## config.mk

```make
export PLATFORM = sky130hd
export DESIGN_NAME = sgrm_ctrl
export DESIGN_NICKNAME = d
export VERILOG_FILES = /design/src/hdl/sgrm_pkg.sv /design/src/hdl/sgrm_ctrl.sv
export SDC_FILE = /design/constraint.sdc
export NUM_CORES = 1
export LEC_CHECK = 0
export BUFFER_PORTS_ARGS = -buffer_cell sky130_fd_sc_hd__buf_2
export CAP_MARGIN = 20
export CORE_AREA = 2 2 39 41
export CTS_BUF_LIST = sky130_fd_sc_hd__clkbuf_16
export CTS_CLUSTER_DIAMETER = 80
export DETAILED_ROUTE_END_ITERATION = 7
export DIE_AREA = 0 0 41 43
export PLACE_DENSITY = 0.48
export SKIP_CTS_REPAIR_TIMING = 1
export SLEW_MARGIN = 40
export SYNTH_ARGS = -nofsm -noshare
export SYNTH_HDL_FRONTEND = slang
export SYNTH_SLANG_ARGS = --single-unit
```

## constraint.sdc

```tcl
create_clock -name i_clk -period 1.7 [get_ports i_clk]
set_clock_uncertainty 0.15 [all_clocks]
set_input_delay 0 -clock i_clk [delete_from_list [all_inputs] [get_ports i_clk]]
set_output_delay 0 -clock i_clk [all_outputs]
set_load 0.1 [all_outputs]
```

## src/hdl/sgrm_pkg.sv

```systemverilog
`timescale 1ns / 1ps
// Package for the solid grid rectangle merger: payload structs, config codes,
// controller/datapath command and status structs. No dependencies.
package sgrm_pkg;

    // Fixed field widths
    localparam int ROW_MASK_W = 64;
    localparam int ROW_IDX_W  = 6;
    localparam int RECT_W     = 14;
    localparam int MAP_DIM_W  = 7;
    localparam int TILE_W     = 8;
    localparam int CFG_IDX_W  = 2;
    localparam int CFG_DATA_W = 8;

    // Input command codes
    localparam logic CMD_LOAD  = 1'b0;
    localparam logic CMD_FETCH = 1'b1;

    // Configuration register indexes
    localparam logic [CFG_IDX_W-1:0] CFG_MAP_WIDTH   = 2'd0;
    localparam logic [CFG_IDX_W-1:0] CFG_MAP_HEIGHT  = 2'd1;
    localparam logic [CFG_IDX_W-1:0] CFG_TILE_WIDTH  = 2'd2;
    localparam logic [CFG_IDX_W-1:0] CFG_TILE_HEIGHT = 2'd3;

    typedef struct packed {
        logic                  command;
        logic [ROW_IDX_W-1:0]  row_index;
        logic [ROW_MASK_W-1:0] row_mask;
    } t_in_item;

    typedef struct packed {
        logic              done_res;
        logic [RECT_W-1:0] rect_x;
        logic [RECT_W-1:0] rect_y;
        logic [RECT_W-1:0] rect_w;
        logic [RECT_W-1:0] rect_h;
    } t_out_item;

    // Configuration as seen by the datapath
    typedef struct packed {
        logic [MAP_DIM_W-1:0] map_width;
        logic [MAP_DIM_W-1:0] map_height;
        logic [TILE_W-1:0]    tile_width;
        logic [TILE_W-1:0]    tile_height;
        logic                 scan_restart;
    } t_cfg;

    // Controller -> datapath
    typedef struct packed {
        logic load;   // load transaction accepted
        logic start;  // fetch transaction accepted
        logic scan;   // scanning one row per cycle
        logic run;    // forming the horizontal run
        logic ext;    // extending downward one row per cycle
        logic res;    // forming the result
    } t_cmd;

    // Datapath -> controller
    typedef struct packed {
        logic degen;     // zero map or tile size
        logic row_ge_h;  // scan ran past the last row
        logic row_hit;   // current row has a free cell (at or after the scan column on the first row)
        logic ext_ok;    // next row covers the whole run
        logic out_free;  // output register can take a result
    } t_sts;

endpackage

```

## src/hdl/sgrm_ctrl.sv

```systemverilog
`timescale 1ns / 1ps
// Controller for the rectangle merger: one-hot state machine sequencing scan,
// run, downward extension and result. Depends on sgrm_pkg.
module sgrm_ctrl import sgrm_pkg::*; (
    input  logic i_clk,
    input  logic i_rst_n,
    input  logic i_in_valid,
    input  logic i_fetch,
    input  t_sts i_sts,
    output logic o_in_ready,
    output t_cmd o_cmd
);

    typedef enum logic [4:0] {
        ST_IDLE = 5'b00001,
        ST_SCAN = 5'b00010,
        ST_RUN  = 5'b00100,
        ST_EXT  = 5'b01000,
        ST_RES  = 5'b10000
    } t_state;

    t_state r_state;
    t_state n_state;
    logic   accept;

    // Input is taken only between fetches
    assign o_in_ready = (r_state == ST_IDLE);
    assign accept     = i_in_valid && o_in_ready;

    // Commands to the datapath
    always_comb begin
        o_cmd       = '0;
        o_cmd.load  = accept && (i_fetch == CMD_LOAD);
        o_cmd.start = accept && (i_fetch == CMD_FETCH);
        o_cmd.scan  = (r_state == ST_SCAN);
        o_cmd.run   = (r_state == ST_RUN);
        o_cmd.ext   = (r_state == ST_EXT);
        o_cmd.res   = (r_state == ST_RES);
    end

    // Next state
    always_comb begin
        n_state = r_state;
        case (r_state)
            ST_IDLE: begin
                if (o_cmd.start) begin
                    n_state = i_sts.degen ? ST_RES : ST_SCAN;
                end
            end
            ST_SCAN: begin
                if (i_sts.row_ge_h) begin
                    n_state = ST_RES;
                end else if (i_sts.row_hit) begin
                    n_state = ST_RUN;
                end
            end
            ST_RUN: begin
                n_state = ST_EXT;
            end
            ST_EXT: begin
                if (!i_sts.ext_ok) begin
                    n_state = ST_RES;
                end
            end
            ST_RES: begin
                if (i_sts.out_free) begin
                    n_state = ST_IDLE;
                end
            end
            default: begin
                n_state = ST_IDLE;
            end
        endcase
    end

    always_ff @(posedge i_clk) begin
        if (!i_rst_n) begin
            r_state <= ST_IDLE;
        end else begin
            r_state <= n_state;
        end
    end

endmodule

```

==> results by group, run 1 <==
Run status
  • Outcome: finished clean

Hold path
  • WHS Path Cells: 4
  • Hold EP: r_state[3]
  • Worst hold path type: in2reg
  • HP Start: i_sts[1]

Global routing
  • Antenna violations before repair: 0
  • Total GRT Usage: 13.93%
  • Vias in the first global route: 350
  • Largest net degree at the start of global routing: 10
  • GRT overflow: 0
  • First-pass GRT wire length: 1442 µm

Setup path
  • Crit-path slowest cell: or4b_4
  • Critical Path Start Type: register
  • Worst reg2reg setup slack: 140 ps
  • CP endpoint kind: primary output
  • Crit-path cells: or4b_4, nor2_2, buf_12
  • Arr. time, crit path: 1490 ps
  • Critical path peak fanout: 6
  • CP max stage delay: 570 ps
  • Worst EP required: 1550 ps
  • WS Path Type: reg2out
  • Reg2Reg Capture Point: r_state[1]
  • Cells on worst reg2reg path: 3
  • RR Startpoint: r_state[3]

Route
  • Avg Vias per Cell: 5.045
  • Initial DRC count: 12
  • WL/cell: 11.90 µm
  • Antenna Nets Post-Route: 0
  • Drt first pass iters: 4
  • DRC viols: 0
  • Drt total wl: 1059 µm
  • Routed vias: 449

Synthesis
  • Yosys top cell by area: dfxtp_1
  • Synthesized area per cell: 7.481 µm²
  • Synth unique cells: 28
  • Synth top area share: 27.87%
  • Cells after Synth: 48
  • Post-synthesis sequential area ratio: 27.87%
  • Yosys Warn Count: 0
  • Synthesized flop and latch total: 5
  • Mapped Area: 359.1 µm²
  • Dominant cells by area after synthesis: dfxtp_1 (28%), nor2_1 (6.3%), nor3_1 (5.6%)
  • Mapped Nets: 57

Pwr
  • Sw Ratio: 29.96%
  • Psw: 0.2255 mW
  • Power Density: 991.0 nW/µm²
  • P_int: 0.5271 mW
  • Leak: 0.3337 nW
  • Share of power burned in registers: 18.1%
  • Worst vdd ir: 0.6244 mV
  • Combinational Power Share: 31.1%
  • Clock share of power: 50.9%

Layout
  • Fill cells: 118
  • Layout Utilization: 54.88%
  • Nets@finish: 83
  • Max reg flops: 5
  • Design area: 759.5 µm²
  • Inserted Diodes: 0
  • Most frequent cells in the layout: buf_2 (8), buf_12 (7), dlygate4sd3_1 (5), buf_4 (4), dfxtp_1 (4)
  • Share of cells above drive strength 1: 45.21%
  • Largest regs: r_state: 5 flops
  • Reg with most FFs: r_state
  • Area Overhead vs Synth: 111.5%
  • Most common cell after layout, fill and taps aside: buf_2

Floorplanning
  • Die width: 41 µm
  • Die Height: 43 µm
  • Ports: 16
  • Starting density of the core: 25.95%
  • Die area: 1763 µm²
  • FP Rows: 14
  • Core area: 1384 µm²

Timing
  • Hold WS: 75.89 ps
  • Period utilization: 96.57%
  • Setup-failing EPs final: 0
  • Crit path setup slack, layout: 58.32 ps
  • Slew HR: 79.78%
  • RSZ-0062 raised after global routing: no
  • Fin. max-slew vios: 0
  • Period minus WS final: 1642 ps
  • Endpoints failing hold: 0
  • Worst Tran Pin Value: 299.3 ps
  • Max frequency: 0.6091 GHz

Clock network
  • Inserted Clock Buffers: 3
  • Clock Tree Root: clkbuf_16
  • H-tree depth: 1
  • CTS clk-pin slew, worst paths: 30 ps
  • CTS tree: yes
  • Clock sinks: 5
  • Worst-skew pair later-pin latency: 230 ps
  • Max clock buf depth: 2

Place
  • Port Buffer Count: 15
  • HPWL after detailed placement: 785.3 µm
  • Dpl cell area: 618.1 µm²
  • RePlAce Congestion: 0.7824
  • DP Worst Slack: 115.5 ps

Job
  • Max-Cap Viols: 0
-- power by group through the flow --
| stage | registers (mW) | logic (mW) | clock network [mW] |
|---|---|---|---|
| final | 0.136 | 0.234 | 0.383 |
| after global routing | 0.137 | 0.246 | 0.401 |
| after CTS | 0.133 | 0.224 | 0.391 |
| after detailed placement | 0.135 | 0.223 | 0 |
| after global placement | 0.134 | 0.225 | 0 |
| after floorplan | 0.130 | 0.150 | 0 |
-- per-stage QoR --
step	instances	setup TNS (ps)	power [mW]
2_1_floorplan	48	-628.4	0.2803
3_3_place_gp	80	0	0.3599
3_5_place_dp	80	0	0.3582
4_1_cts	84	-6.711	0.7478
5_1_grt	89	0	0.7836
6_report	89	0	0.7526
-- how the worst max path moves through the flow --
stage	startpoint	endpoint	slack [ps]	cells past startpoint
final	r_state[3]	o_cmd[0]	60	3
after global routing	r_state[4]	o_cmd[0]	30	3
after CTS	r_state[2]	o_cmd[5]	-7	4
after detailed placement	r_state[0]	r_state[1]	120	3
after global placement	r_state[0]	r_state[1]	150	3
after floorplan	r_state[2]	o_cmd[1]	-300	3
-- area by class of cell --
cell class              instances  area [µm²]  share of cell area (%)
clock buffers                   3       75.07                   9.885
inverters                       2       7.507                  0.9885
well taps                      16       20.02                   2.636
flip-flops and latches          5       101.3                   13.34
repair buffers                 24       260.3                   34.27
multi-input cells              38       291.5                   38.39
clock inverters                 1       3.754                  0.4942
-- worst max-delay path, delay by kind of cell, from the launching register on --
kind | cells | cell delay, ps
DFF | 1 | 350
and+or+nand+nor | 2 | 720
buffers and inverters | 1 | 190
-- routing by layer --
layer	global-route usage, %	vias to the layer above	wire [µm]
li1	-	228	-
met1	15.02	202	465
met2	15.63	14	468
met3	9.424	5	78
met4	16.00	0	46
met5	0	-	0
-- cells in the mapped netlist --
| cell type | number |
|---|---|
| nor3_1 | 4 |
| and4b_1 | 1 |
| nand2b_1 | 1 |
| a41oi_1 | 1 |
| a21oi_1 | 1 |
| or4b_1 | 1 |
| nor2_1 | 6 |
| nor4bb_1 | 2 |
| and3_1 | 2 |
| nor3b_1 | 1 |
| clkbuf_1 | 3 |
| a31oi_1 | 1 |
| or3b_1 | 1 |
| or2_1 | 1 |
| xor2_1 | 1 |
| or4_1 | 1 |
| inv_1 | 2 |
| nor4_1 | 1 |
| o21ai_0 | 2 |
| a211o_1 | 1 |
| o31ai_1 | 1 |
| o211a_1 | 1 |
| nand4_1 | 1 |
| nand3_1 | 1 |
| nand2_1 | 3 |
| a31o_1 | 1 |
| dfxtp_1 | 5 |
| nor2b_1 | 1 |
-- cell families (layout without fill, tap and decap cells) --
| logic type | count (synthesis) | count (layout) | synth area share, % |
|---|---|---|---|
| compound gates | 9 | 9 | 18.12 |
| buf+inv | 5 | 30 | 5.227 |
| flops | 5 | 5 | 27.88 |
| xor+xnor | 1 | 1 | 2.439 |
| simple gates | 28 | 28 | 46.35 |
(Power assumes the default switching activity.)
==> run 2, diff against run 1 <==
- BUFFER_PORTS_ARGS: -buffer_cell sky130_fd_sc_hd__buf_2 -> -buffer_cell sky130_fd_sc_hd__buf_4
==> results by group, run 2 (same netlist as run 1, synthesis figures left out) <==
Layout
  • Fin cells: 89 (unchanged)
  • Area Overhead vs Synth: 97.21% (was 111.5%)
  • Share of cells above drive strength 1: 42.47% (was 45.21%)
  • Reg with most FFs: r_state (unchanged)
  • Nets@finish: 83 (unchanged)
  • Largest regs: r_state: 5 flops (unchanged)
  • Max reg flops: 5 (unchanged)
  • Most frequent cells in the layout: buf_4 (16), dlygate4sd3_1 (5), dfxtp_1 (5), nor2_1 (4) (was buf_2 (8), buf_12 (7), dlygate4sd3_1 (5), buf_4 (4), dfxtp_1 (4))
  • Inserted Diodes: 0 (unchanged)
  • Most common cell after layout, fill and taps aside: buf_4 (was buf_2)

Timing
  • Slew HR: 76.51% (was 79.78%)
  • Fin. max-slew vios: 0 (unchanged)
  • Crit path setup slack, layout: 79.76 ps (was 58.32 ps)
  • TNS Setup: 0 ps (unchanged)
  • Hold WS: 55.93 ps (was 75.89 ps)
  • Worst Tran Pin Value: 347.7 ps (was 299.3 ps)
  • Period minus WS final: 1620 ps (was 1642 ps)
  • Period utilization: 95.31% (was 96.57%)
  • Setup-failing EPs final: 0 (unchanged)
  • Endpoints failing hold: 0 (unchanged)
  • RSZ-0062 raised after global routing: no (unchanged)
  • Max frequency: 0.6172 GHz (was 0.6091 GHz)

Floorplanning
  • FP Rows: 14 (unchanged)
  • Die Height: 43 µm (unchanged)
  • Core area: 1384 µm² (unchanged)
  • Ports: 16 (unchanged)
  • Die width: 41 µm (unchanged)
  • Starting density of the core: 25.95% (unchanged)
  • Die area: 1763 µm² (unchanged)

Place
  • Port Buffer Count: 15 (unchanged)
  • DP Worst Slack: 145.9 ps (was 115.5 ps)
  • Dpl cells: 80 (unchanged)
  • RePlAce Congestion: 0.7435 (was 0.7824)
  • HPWL after detailed placement: 736.5 µm (was 785.3 µm)

Global routing
  • Vias in the first global route: 368 (was 350)
  • Largest net degree at the start of global routing: 11 (was 10)
  • Total GRT Usage: 12.49% (was 13.93%)
  • GRT overflow: 0 (unchanged)
  • Antenna violations before repair: 0 (unchanged)
  • First-pass GRT wire length: 1462 µm (was 1442 µm)

Setup path
  • CP max stage delay: 530 ps (was 570 ps)
  • Crit-path slowest cell: or4b_4 (unchanged)
  • Arr. time, crit path: 1470 ps (was 1490 ps)
  • WS Path Type: reg2out (unchanged)
  • Critical path peak fanout: 8 (was 6)
  • Worst EP required: 1550 ps (about the same)
  • CP endpoint kind: primary output (unchanged)
  • Critical Path Start Type: register (unchanged)
  • Critical path's top delay family: simple AND/OR/NAND/NOR gates (unchanged)
  • Crit-path cells: or4b_4, nor2_2, buf_12 (unchanged)
  • Buffers & Inverters on Critical Path: 1 (unchanged)

Pwr
  • Clock share of power: 52.0% (was 50.9%)
  • Worst vdd ir: 0.6740 mV (was 0.6244 mV)
  • Power Density: 1028 nW/µm² (was 991.0 nW/µm²)
  • Share of power burned in registers: 18.0% (was 18.1%)
  • Sw Ratio: 30.25% (was 29.96%)
  • Psw: 0.2201 mW (was 0.2255 mW)
  • Power Total: 0.7277 mW (was 0.7526 mW)
  • Combinational Power Share: 29.9% (was 31.1%)
  • Leak: 0.3216 nW (was 0.3337 nW)
  • P_int: 0.5076 mW (was 0.5271 mW)

Clock network
  • Clock sinks: 5 (unchanged)
  • H-tree depth: 1 (unchanged)
  • Clock Tree Root: clkbuf_16 (unchanged)
  • Worst-skew pair later-pin latency: 230 ps (about the same)
  • CTS clk-pin slew, worst paths: 30 ps (about the same)
  • CTS tree: yes (unchanged)
  • Inserted Clock Buffers: 3 (unchanged)
  • Max clock buf depth: 2 (unchanged)

Hold path
  • Worst hold path type: in2reg (unchanged)

Route
  • Avg Vias per Cell: 5.000 (was 5.045)
  • Drt first pass iters: 3 (was 4)
  • Initial DRC count: 10 (was 12)
  • Antenna Nets Post-Route: 0 (unchanged)
  • Routed vias: 445 (was 449)
  • WL/cell: 11.81 µm (was 11.90 µm)
  • DRC viols: 0 (unchanged)
  • Drt total wl: 1051 µm (was 1059 µm)

Job
  • Max-Cap Viols: 0 (unchanged)

Run status
  • Outcome: finished clean (unchanged)
-- run 2: changes by cell type in the layout (fill, tap and decap cells not counted) --
cell,change
buf_4,+12
buf_2,-8
buf_12,-6
buf_6,+2
dfxtp_1,+1
dfxtp_2,-1
nor2_1,+1
nor2_2,-1
-- run 2: cell type report --
cell class | count | area (µm²)
fill | 137 | 675.6
clock inverter | 1 | 3.754
timing repair buffer | 24 | 212.7
clock buffer | 3 | 75.07
multi-input combinational | 38 | 289.0
sequential | 5 | 100.1
tap | 16 | 20.02
inverter | 2 | 7.507
-- run 2: power groups by stage --
stage	sequential [mW]	clock [mW]	combinational (mW)
2_1_floorplan	0.130	0	0.150
3_3_place_gp	0.132	0	0.203
3_5_place_dp	0.132	0	0.201
4_1_cts	0.131	0.381	0.202
5_1_grt	0.132	0.391	0.229
6_report	0.131	0.379	0.218
-- run 2: worst register-to-register path: cells and delay by family, from the launching register on --
kind / cells / cell delay, ps
flops: 1 / 370
simple gates: 2 / 850
compound gates: 1 / 150
-- run 2: path summary, 6_finish.rpt --
check             slack (ps)        from         end  cells past startpoint
setup / recovery          80  r_state[1]    o_cmd[0]                      3
hold / removal            60    i_sts[1]  r_state[3]                      4
setup reg to reg         120  r_state[1]  r_state[1]                      3
hold reg to reg          500  r_state[4]  r_state[3]                      2
-- run 2: per-stage QoR --
step	area (µm²)	utilization [%]
floorplan	399.1	-
global placement	550.5	39.78
detailed placement	550.5	39.78
CTS	629.4	45.48
global route	708.2	51.18
finish	708.2	51.18
-- run 2: metal layers --
metal	GRT usage [%]	vias up	share of wire, %
li1	-	230	-
met1	15.58	204	45
met2	18.13	11	48
met3	7.853	0	6.6
met4	2.000	0	0
met5	0	-	0
